**src/design/mwq_mul.sv**
```systemverilog
// Shared registered signed multiplier, 32 by 21 bits.
// No dependencies.
module mwq_mul (
  input  logic               clk,
  input  logic signed [31:0] a,
  input  logic signed [20:0] b,
  output logic signed [52:0] p_r
);
  always_ff @(posedge clk) begin
    p_r <= 53'(a) * 53'(b);
  end
endmodule
```
**config.mk**
```make
export PLATFORM = sky130hd
export DESIGN_NAME = mwq_mul
export DESIGN_NICKNAME = d
export VERILOG_FILES = /design/src/design/mwq_mul.sv
export SDC_FILE = /design/constraint.sdc
export NUM_CORES = 2
export LEC_CHECK = 0
export BUFFER_PORTS_ARGS = -buffer_cell sky130_fd_sc_hd__buf_4
export CORE_MARGIN = 10
export CORE_UTILIZATION = 56
export CTS_BUF_LIST = sky130_fd_sc_hd__clkbuf_8
export CTS_CLUSTER_SIZE = 12
export DETAILED_ROUTE_END_ITERATION = 6
export HOLD_SLACK_MARGIN = 0.12
export PLACE_DENSITY = 0.83
export REMOVE_ABC_BUFFERS = 1
export SYNTH_ARGS = -nofsm -noshare
export SYNTH_HDL_FRONTEND = slang
export SYNTH_SLANG_ARGS = --single-unit
```
**constraint.sdc**
```tcl
create_clock -name clk -period 6.2 [get_ports clk]
set_clock_uncertainty 0.2 [all_clocks]
set_input_delay 0.31 -clock clk [delete_from_list [all_inputs] [get_ports clk]]
set_output_delay 0.31 -clock clk [all_outputs]
set_load 0.005 [all_outputs]
```
==> flow_summary.json <==
{
  "fillers": 3020,
  "relSlewSlack_pct": 56.8,
  "grt_pass1_vias": 23000,
  "largest_register_ffs": 53,
  "synthFlopType": "dfxtp_1",
  "startpoint_type": "input pin",
  "critPathBufInv": 10,
  "violations": "setup timing",
  "wl_um": 72800,
  "wl_per_cell_um": 19.6,
  "post-place-ws_ns": -0.754,
  "port_buffers": 106,
  "place_area_um2": 28400,
  "max_stage_delay_ns": 0.58,
  "fin_nets": 3972,
  "synth_edf_count": 0,
  "grt_max_degree": 27,
  "cp-end-kind": "flop",
  "dieWidth_um": 231,
  "fmax_mhz": 156,
  "htreeDepth": 2,
  "required_ns": 6.19,
  "finalInstanceArea_um2": 30800,
  "async_flop_share_pct": 0,
  "holdCritStartpoint": "b[0]",
  "grt_pass1_wl_um": 113000,
  "clk_pin_slew_ns": 0.09,
  "worstHoldPathType": "input pin to flop",
  "status": "complete, but fails checks",
  "period_share_pct": 104,
  "hold-path-endpoint": "p_r[0]",
  "max-cap-violations": 0,
  "coreArea_um2": 44100,
  "crit_fanout": 5,
  "initial_core_util_pct": 56.6,
  "diodes": 0,
  "path_class": "input pin to flop",
  "cts_hold_buffers": 0,
  "hpwl_um": 58400,
  "rows": 77,
  "num_vias": 20200,
  "synth_area_um2": 25000,
  "crit_slowest_cell": "fa_1",
  "syn_to_final_growth_pct": 23.1,
  "cts.sinks": 53,
  "hold_depth": 3,
  "yosysUniqueCellTypes": 57,
  "netlist_instances": 2781,
  "first_pass_iters": 6,
  "stdcell_count": 3710,
  "final.setup.tns_ns": -2.33,
  "worstPathArrival_ns": 6.41,
  "overflow": 0,
  "ys_ff_latch": 53,
  "drt_first_iter_violations": 1428,
  "crit_top_cell": "fa_1",
  "numCtsBuffers": 5,
  "die-area_um2": 53500,
  "antenna_left": 0,
  "seq_area_frac_synth_pct": 4.25,
  "top_regs": "p_r (53)",
  "drc": 0,
  "cts_buffer_depth": 2,
  "drive_above_1_share_pct": 22.2,
  "routabilityCongestion": 0.927,
  "slew_viol_final": 0,
  "place_inst": 3641,
  "setup_ws_ns": -0.221,
  "crit_family": "adder cells",
  "yosysWarnings": 0,
  "ios": 107,
  "grt_setup_unrepaired": "yes",
  "antenna_found_initial": 1,
  "worst_slew_pin_slew_ns": 0.648,
  "cts_tree": "yes",
  "syn_avg_cell_area_um2": 8.98,
  "globalRouteTotalUtil_pct": 26.0,
  "hold_viol": 0,
  "die_y_um": 231,
  "root_buffer": "clkbuf_8",
  "largest-register": "p_r",
  "post_drt_via_cell_ratio": 5.45,
  "finalSetupViolCount": 19,
  "fin_crit_ns": 6.42
}
placed cells by master, fill, tap and decap left out, drive strengths merged, types with 3 or more instances in the layout:
master	synthesis	routed
a21o	28	28
nand2	403	403
nor3	9	9
and2	275	275
and3	3	3
a31oi	4	4
inv	778	779
nand2b	8	8
o31ai	4	4
clkbuf	131	11
a21oi	51	51
nand3b	3	3
buf	9	462
nor2	59	59
ha	133	133
o21ai	27	27
nand3	11	11
o21bai	9	9
o211ai	5	5
nand4	9	9
fa	668	668
dfxtp	53	53
xnor2	40	40
a211oi	10	10
a2111oi	3	3
o21a	7	7
xor2	14	14
cells by family (layout without fill, tap and decap cells):
logic type	Yosys count	after routing	share of synthesized area [%]
adder cells (fa/ha/maj)	801	801	60.2
XOR/XNOR	54	54	1.89
multiplexers	2	2	0.0801
buffers and inverters	918	1255	13.8
AND/OR/NAND/NOR	792	792	15.2
flip-flops	53	53	4.25
AO/OA/AOI/OAI	161	161	4.57
worst max path at each step:
stage,from,end,slack (ns),cells after the start
2_1_floorplan,a[31],p_r[50],-0.35,24
3_3_place_gp,b[6],p_r[52],-0.67,24
3_5_place_dp,b[6],p_r[52],-0.75,24
4_1_cts,b[10],p_r[51],-0.17,24
5_1_grt,a[7],p_r[52],-0.35,25
6_report,a[7],p_r[51],-0.22,27
cell type report:
cell class | instances | area (um2) | share of cell area, %
tap | 592 | 741 | 2.41
clock inverter | 3 | 42.5 | 0.138
inverter | 778 | 2920 | 9.49
sequential | 53 | 1060 | 3.45
timing repair buffer | 469 | 4340 | 14.1
clock buffer | 5 | 68.8 | 0.224
multi-input combinational | 1810 | 21600 | 70.2
cell usage after synthesis (all sizes together), types with 10 or more instances:
library cell	number	area share [%]
fa	668	54
a21o	28	0.84
nor2	59	0.89
nand2	403	6.1
nand3	11	0.24
clkbuf	131	2.0
dfxtp	53	4.2
a21oi	51	1.1
o21ai	27	0.56
xnor2	40	1.4
ha	133	6.7
inv	778	12
xor2	14	0.49
and2	275	6.9
a211oi	10	0.36
layer usage:
layer / wire (um) / global-route usage, %
met3: 5060 / 3.44
met5: 0 / 0
met1: 24600 / 28.9
met4: 4230 / 10.6
met2: 38900 / 49.2
repair_timing:
| item | in CTS | in global routing |
|---|---|---|
| endpoints found under the setup margin | 28 | 28 |
| gates cloned | 1 | 6 |
| pin swaps | 100 | 173 |
| setup buffers | 16 | 40 |
| gates resized for setup | 131 | 244 |
metrics by stage:
stage	utilization [%]	hold slack, ns
3_3_place_gp	64.4	0.496
3_5_place_dp	64.4	0.494
5_1_grt	69.7	0.362
4_1_cts	66.3	0.397
6_report	69.7	0.383
2_1_floorplan	-	0.232
tightest hold or removal path: stages:
cell	delay [ns]
buf_6	0.14
buf_4	0.20
and2_1	0.17
Power is left out: the tool's default activity adds up to more than one toggle a clock period on the data nets, which glitch-free logic cannot reach.
